### config.mk
export PLATFORM = sky130hd
export DESIGN_NAME = cbor_item_encoder_unit
export DESIGN_NICKNAME = d
export VERILOG_FILES = /design/src/cie_pkg.sv /design/src/cie_head.sv /design/src/cie_serializer.sv /design/src/cbor_item_encoder_unit.sv
export SDC_FILE = /design/constraint.sdc
export NUM_CORES = 1
export LEC_CHECK = 0
export ABC_AREA = 1
export BUFFER_PORTS_ARGS = -buffer_cell sky130_fd_sc_hd__buf_2
export CELL_PAD_IN_SITES_DETAIL_PLACEMENT = 1
export CELL_PAD_IN_SITES_GLOBAL_PLACEMENT = 1
export CORE_MARGIN = 5
export CORE_UTILIZATION = 45
export CTS_CLUSTER_SIZE = 14
export DETAILED_ROUTE_END_ITERATION = 8
export PLACE_DENSITY = 0.93
export SLEW_MARGIN = 20
export SYNTH_ARGS = -nofsm -noshare
export SYNTH_HDL_FRONTEND = slang
export SYNTH_HIERARCHICAL = 1
export SYNTH_SLANG_ARGS = --single-unit
### constraint.sdc
create_clock -name aclk -period 12.6 [get_ports aclk]
set_input_delay 0 -clock aclk [delete_from_list [all_inputs] [get_ports aclk]]
set_output_delay 0 -clock aclk [all_outputs]
set_load 0.1 [all_outputs]
### src/cie_pkg.sv
// shared types and constants for the cbor item encoder
`default_nettype none
package cie_pkg;

    // request codes
    localparam logic [3:0] OP_UINT    = 4'd0;
    localparam logic [3:0] OP_INT     = 4'd1;
    localparam logic [3:0] OP_BYTES   = 4'd2;
    localparam logic [3:0] OP_TEXT    = 4'd3;
    localparam logic [3:0] OP_ARRAY   = 4'd4;
    localparam logic [3:0] OP_MAP     = 4'd5;
    localparam logic [3:0] OP_BOOL    = 4'd6;
    localparam logic [3:0] OP_NULL    = 4'd7;
    localparam logic [3:0] OP_FLOAT   = 4'd8;
    localparam logic [3:0] OP_PAYLOAD = 4'd9;

    // major types
    localparam logic [2:0] MAJOR_UINT = 3'd0;
    localparam logic [2:0] MAJOR_NINT = 3'd1;

    // fixed simple-value bytes
    localparam logic [7:0] SIMPLE_FALSE = 8'hf4;
    localparam logic [7:0] SIMPLE_TRUE  = 8'hf5;
    localparam logic [7:0] SIMPLE_NULL  = 8'hf6;
    localparam logic [7:0] FLOAT32_LEAD = 8'hfa;

    // additional info codes
    localparam logic [4:0] AI_ONE   = 5'd24;
    localparam logic [4:0] AI_TWO   = 5'd25;
    localparam logic [4:0] AI_FOUR  = 5'd26;
    localparam logic [4:0] AI_EIGHT = 5'd27;

    // one formatted item: lead byte, argument bytes aligned to the top, byte count
    typedef struct packed {
        logic        emit;
        logic [7:0]  lead;
        logic [63:0] data;
        logic [3:0]  count;
    } head_t;

endpackage
`default_nettype wire

### src/cie_head.sv
// formats one request into lead byte, aligned argument and byte count
`default_nettype none
module cie_head (
    input  wire logic [3:0]  op,
    input  wire logic [63:0] value,
    output cie_pkg::head_t   head
);
    import cie_pkg::*;

    logic [2:0]  major;
    logic [63:0] arg;
    logic        is_head;
    logic [4:0]  ai;
    logic [63:0] arg_aligned;
    logic [3:0]  arg_bytes;

    // major type and argument for the integer and head requests
    always_comb begin
        is_head = 1'b1;
        major   = op[2:0];
        arg     = value;
        case (op)
            OP_UINT: begin
                major = MAJOR_UINT;
            end
            OP_INT: begin
                if (value[63]) begin
                    major = MAJOR_NINT;
                    arg   = ~value;
                end else begin
                    major = MAJOR_UINT;
                end
            end
            OP_BYTES, OP_TEXT, OP_ARRAY, OP_MAP: begin
                major = op[2:0];
            end
            default: begin
                is_head = 1'b0;
            end
        endcase
    end

    // shortest argument form
    always_comb begin
        if (arg[63:5] == 59'd0 && arg[4:3] != 2'b11) begin
            ai          = arg[4:0];
            arg_bytes   = 4'd0;
            arg_aligned = 64'd0;
        end else if (arg[63:8] == 56'd0) begin
            ai          = AI_ONE;
            arg_bytes   = 4'd1;
            arg_aligned = {arg[7:0], 56'd0};
        end else if (arg[63:16] == 48'd0) begin
            ai          = AI_TWO;
            arg_bytes   = 4'd2;
            arg_aligned = {arg[15:0], 48'd0};
        end else if (arg[63:32] == 32'd0) begin
            ai          = AI_FOUR;
            arg_bytes   = 4'd4;
            arg_aligned = {arg[31:0], 32'd0};
        end else begin
            ai          = AI_EIGHT;
            arg_bytes   = 4'd8;
            arg_aligned = arg;
        end
    end

    // final selection per request
    always_comb begin
        head.emit  = 1'b1;
        head.lead  = {major, ai};
        head.data  = arg_aligned;
        head.count = arg_bytes + 4'd1;
        if (!is_head) begin
            head.data  = 64'd0;
            head.count = 4'd1;
            case (op)
                OP_BOOL: begin
                    head.lead = value[0] ? SIMPLE_TRUE : SIMPLE_FALSE;
                end
                OP_NULL: begin
                    head.lead = SIMPLE_NULL;
                end
                OP_FLOAT: begin
                    head.lead  = FLOAT32_LEAD;
                    head.data  = {value[31:0], 32'd0};
                    head.count = 4'd5;
                end
                OP_PAYLOAD: begin
                    head.lead = value[7:0];
                end
                default: begin
                    head.emit = 1'b0;
                    head.lead = 8'd0;
                end
            endcase
        end
    end

endmodule
`default_nettype wire

### src/cie_serializer.sv
// byte shift register that sends one formatted item a byte per cycle while the receiver is ready
`default_nettype none
module cie_serializer (
    input  wire logic           aclk,
    input  wire logic           aresetn,
    input  wire logic           load,
    input  wire cie_pkg::head_t load_head,
    output logic                free,
    output logic                m_valid,
    input  wire logic           m_ready,
    output logic [7:0]          m_byte_out,
    output logic                m_last
);
    import cie_pkg::*;

    logic [71:0] shift_reg, shift_next;
    logic [3:0]  remain_reg, remain_next;
    logic        take;

    assign m_valid    = (remain_reg != 4'd0);
    assign m_byte_out = shift_reg[71:64];
    assign m_last     = (remain_reg == 4'd1);
    assign take       = m_valid && m_ready;
    // free when empty or the final byte leaves this cycle
    assign free       = !m_valid || (take && m_last);

    // load a new item or shift out the byte just taken
    always_comb begin
        shift_next  = shift_reg;
        remain_next = remain_reg;
        if (load) begin
            shift_next  = {load_head.lead, load_head.data};
            remain_next = load_head.count;
        end else if (take) begin
            shift_next  = {shift_reg[63:0], 8'd0};
            remain_next = remain_reg - 4'd1;
        end
    end

    always_ff @(posedge aclk) begin
        shift_reg <= shift_next;
        if (!aresetn) begin
            remain_reg <= 4'd0;
        end else begin
            remain_reg <= remain_next;
        end
    end

endmodule
`default_nettype wire

### src/cbor_item_encoder_unit.sv
// top level of the cbor item encoder
//
// Encodes one request per input item into CBOR bytes, one byte per result
// item, with m_last set on the final byte of each request.
// Input channel: s_valid/s_ready with s_op and s_value. Result channel:
// m_valid/m_ready with m_byte_out and m_last.
// The first byte of a request passes the input register, then the byte
// shift register, before it is offered on the result channel.
// Each request has 1 to 9 bytes; the byte shift register sends one byte
// per cycle while the receiver is ready and reloads in the cycle its
// final byte is taken, so consecutive requests leave no gap.
// Requests with an unused op code produce no bytes.
// Reset (aresetn low, synchronous) empties the input register and the
// byte shift register; nothing else is kept.
// When the receiver stalls, the current byte holds; the next request
// waits in the input register and s_ready drops until it can move on.
`default_nettype none
module cbor_item_encoder_unit (
    input  wire logic        aclk,
    input  wire logic        aresetn,
    input  wire logic        s_valid,
    output logic             s_ready,
    input  wire logic [3:0]  s_op,
    input  wire logic [63:0] s_value,
    output logic             m_valid,
    input  wire logic        m_ready,
    output logic [7:0]       m_byte_out,
    output logic             m_last
);
    import cie_pkg::*;

    logic        hold_valid_reg, hold_valid_next;
    logic [3:0]  hold_op_reg;
    logic [63:0] hold_value_reg;
    head_t       head;
    logic        ser_free;
    logic        consume;
    logic        accept;

    // format the held request
    cie_head u_head (
        .op    (hold_op_reg),
        .value (hold_value_reg),
        .head  (head)
    );

    // held item moves on when it has no bytes or the shift register is free
    assign consume = hold_valid_reg && (!head.emit || ser_free);
    assign s_ready = !hold_valid_reg || consume;
    assign accept  = s_valid && s_ready;

    cie_serializer u_ser (
        .aclk       (aclk),
        .aresetn    (aresetn),
        .load       (consume && head.emit),
        .load_head  (head),
        .free       (ser_free),
        .m_valid    (m_valid),
        .m_ready    (m_ready),
        .m_byte_out (m_byte_out),
        .m_last     (m_last)
    );

    // input register
    always_comb begin
        hold_valid_next = hold_valid_reg;
        if (accept) begin
            hold_valid_next = 1'b1;
        end else if (consume) begin
            hold_valid_next = 1'b0;
        end
    end

    always_ff @(posedge aclk) begin
        if (accept) begin
            hold_op_reg    <= s_op;
            hold_value_reg <= s_value;
        end
        if (!aresetn) begin
            hold_valid_reg <= 1'b0;
        end else begin
            hold_valid_reg <= hold_valid_next;
        end
    end

endmodule
`default_nettype wire
==> reports/qor.csv <==
metric,value,unit
fin_crit,4.10,ns
clock-root-buffer,clkbuf_16,
largest_register_ffs,72,
gr-total-overflow,0,
period_share,32.6,%
area_growth,19.0,%
worstPathRequired,12.97,ns
wl_per_cell,20.6,um
ys_types,37,
postSynthAreaPerCell,7.20,um^2
grt_max_degree,112,
end_kind,flop,
hold_end,hold_value_reg[35]$_DFFE_PP_,
totalPowerFinal,0.00218,W
slowest_delay,0.56,ns
skew,0.0206,ns
p_leak,5.34,nW
grt_pass1_vias,9712,
crit_family,simple AND/OR/NAND/NOR gates,
drive_gt1_share,11.5,%
ys_ff_latch,145,
cap_viol_max_count,0,
synthesis.area,9370,um^2
cp_max_fo,111,
rsz0062_at_grt,no,
crit_buf_inv,3,
ioPinCount,83,
powerDensity,195,nW/um^2
avgViaCountPerCell,5.47,
max_freq,244,MHz
min-delay-start,s_value[35],
synth_cells,1302,
cp_cell_sequence,"nor2_1, nand2_8, o21ai_1, nand2_1, inv_1, nand2_1, nor2_1, nand2_1, nor2_4, nand2_1, inv_2, nand2_1, inv_1, ha_1, o21ai_1, o21ai_1, nor2_1, a21oi_1, nand2_1, a21oi_2",
post_cts.repair.setup_buffers,0,
cp.arrival,4.48,ns
reg2regPathDepth,20,
antenna_found_initial,1,
rows,52,
finalNetCount,1495,
clkSlewWorstSetupHoldPaths,0.08,ns
cpMostUsedCell,nand2_1,
synthTopCellsByArea,"edfxtp_1 45%, nand2_1 26%, nor2_1 5.3%",
fp.dieArea,23800,um^2
irDropWorstVdd,121,uV
numCtsBuffers,17,
postRouteAntennaNets,0,
synth_top_area_share,44.8,%
worstSetupStartpoint,hold_op_reg[3]$_DFFE_PP_,
io_buffer_count,82,
num_vias,9311,
track_usage,29.3,%
synth_top_area_cell,edfxtp_1,
drt_iter0_drc,922,
cts.sink_count,145,
outcome,completed,
min_path_type,in -> reg,
synth-seq-area-share,45.9,%
clockBufferDepth,2,
gp_congestion,0.993,
start_util,46.0,%
r2r_setup_slack,8.50,ns
finalWirelength,35100,um
finalHoldViolCount,0,
coreArea,20400,um^2
route.detailed.drc,0,
slew_viol_final,0,
clock_latency,0.45,ns
die_w,154,um
die_y,154,um
grt_pass1_wl,53700,um
slew_headroom,29.4,%
path_class,reg -> reg,
setup_viol,0,
rr_endpoint,u_ser/remain_reg[2]$_SDFFE_PN0P_,
fillers,2596,
cts_max_level,4,
dp_hpwl,22600,um
cts_tree,done,
yosysWarnings,6,
tightestPinTransition,1.06,ns
first_pass_iters,5,
synth_nets,1377,
crit_path_top_delay_cell,o21ai_1,
r2r-start,hold_op_reg[3]$_DFFE_PP_,
setup-tns-final,0,ns
hold_path_depth,2,
critPathLaunchType,flop,
## power breakdown
part	switching (W)	total (W)	internal, W
registers	0.0000725	0.000844	0.000771
logic	0.000582	0.000759	0.000177
clock network	0.000223	0.000573	0.000350
total	0.000878	0.00218	0.00130
## worst max-delay path by stage
stage / end / cells past startpoint
finish: u_ser/remain_reg[2]$_SDFFE_PN0P_ / 20
floorplan: hold_op_reg[0]$_DFFE_PP_ / 7
detailed placement: u_ser/remain_reg[2]$_SDFFE_PN0P_ / 20
CTS: u_ser/remain_reg[2]$_SDFFE_PN0P_ / 20
global route: u_ser/remain_reg[2]$_SDFFE_PN0P_ / 20
global placement: u_ser/remain_reg[2]$_SDFFE_PN0P_ / 20
## through the flow
step	std cells	hold slack [ns]	util, %	setup slack, ns	cell area, um^2
floorplan	1302	0.0989	-	7.39	9370
global placement	1600	0.176	48.1	8.53	9790
detailed placement	1600	0.178	48.1	8.48	9790
CTS	1702	0.247	54.7	8.38	11100
global route	1703	0.264	54.8	8.05	11200
finish	1703	0.260	54.8	8.50	11200
## area by class of cell
cell class	count	area, um^2	share of cell area, %
diodes	1	2.50	0.0224
clock buffers	17	425	3.82
clock inverters	14	210	1.89
inverters	120	450	4.04
multi-input cells	976	4250	38.1
flip-flops and latches	145	4300	38.6
well taps	270	338	3.03
repair buffers	160	1170	10.5
## cells by family (layout without fill, tap and decap cells)
logic type | after synthesis | in the layout | share of synthesized area [%]
AOI/OAI and AO/OA | 95 | 95 | 5.57
xor gates and xnor gates | 26 | 26 | 2.43
adders and majority gates | 3 | 3 | 0.400
buffers and inverters | 181 | 311 | 9.20
DFF | 145 | 145 | 45.9
other | 0 | 1 | 0
and+or+nand+nor | 852 | 852 | 36.5
## what timing repair did
action / in CTS / in global routing
hold buffers: 71 / 0
resized for setup: 0 / 0
hold endpoints to repair: 73 / 0
## synthesized netlist by cell type, drive strengths merged
cell    count
nand2     657
nor2      148
edfxtp    140
inv       119
o21ai      67
buf        52
nand3      40
xnor2      18
a21oi      16
clkbuf      9
xor2        8
dfxtp       5
nand4       5
ha          3
o21a        3
o221ai      3
a31oi       2
a21boi      1
clkinv      1
nor3        1
o22ai       1
o31a        1
o31ai       1
or2         1
## routing by layer
| layer | part of all wire [%] | wire length, um | track usage (%) | up-vias |
|---|---|---|---|---|
| met5 | 0 | 0 | 0 | - |
| met2 | 49 | 17300 | 50.9 | 415 |
| li1 | - | - | - | 4294 |
| met3 | 6.8 | 2390 | 5.34 | 100 |
| met4 | 4.6 | 1610 | 14.3 | 0 |
| met1 | 39 | 13800 | 35.0 | 4502 |
## placed cells by master, fill, tap and decap left out, types with 2 or more instances in the layout
master | netlist | layout
a21oi_1 | 13 | 13
nand2_1 | 648 | 648
clkinvlp_4 | 0 | 2
o21a_1 | 3 | 3
clkinv_2 | 0 | 3
nor2_4 | 8 | 9
xnor2_1 | 18 | 18
o221ai_1 | 3 | 3
clkinv_1 | 1 | 2
dlygate4sd3_1 | 0 | 71
inv_6 | 0 | 2
nand2_2 | 6 | 5
xor2_1 | 8 | 8
nor2_2 | 6 | 7
inv_1 | 108 | 108
o21ai_0 | 20 | 20
buf_4 | 17 | 7
o21ai_1 | 46 | 46
ha_1 | 3 | 3
bufinv_16 | 0 | 5
edfxtp_1 | 140 | 140
nand4_1 | 5 | 5
nand2_4 | 3 | 3
nand3_2 | 3 | 3
nor2_1 | 133 | 131
inv_2 | 11 | 11
clkbuf_16 | 0 | 17
buf_2 | 23 | 82
a21oi_2 | 3 | 3
nand3_1 | 36 | 36
dfxtp_1 | 5 | 5
No activity file was read; power rests on OpenSTA's default activity.
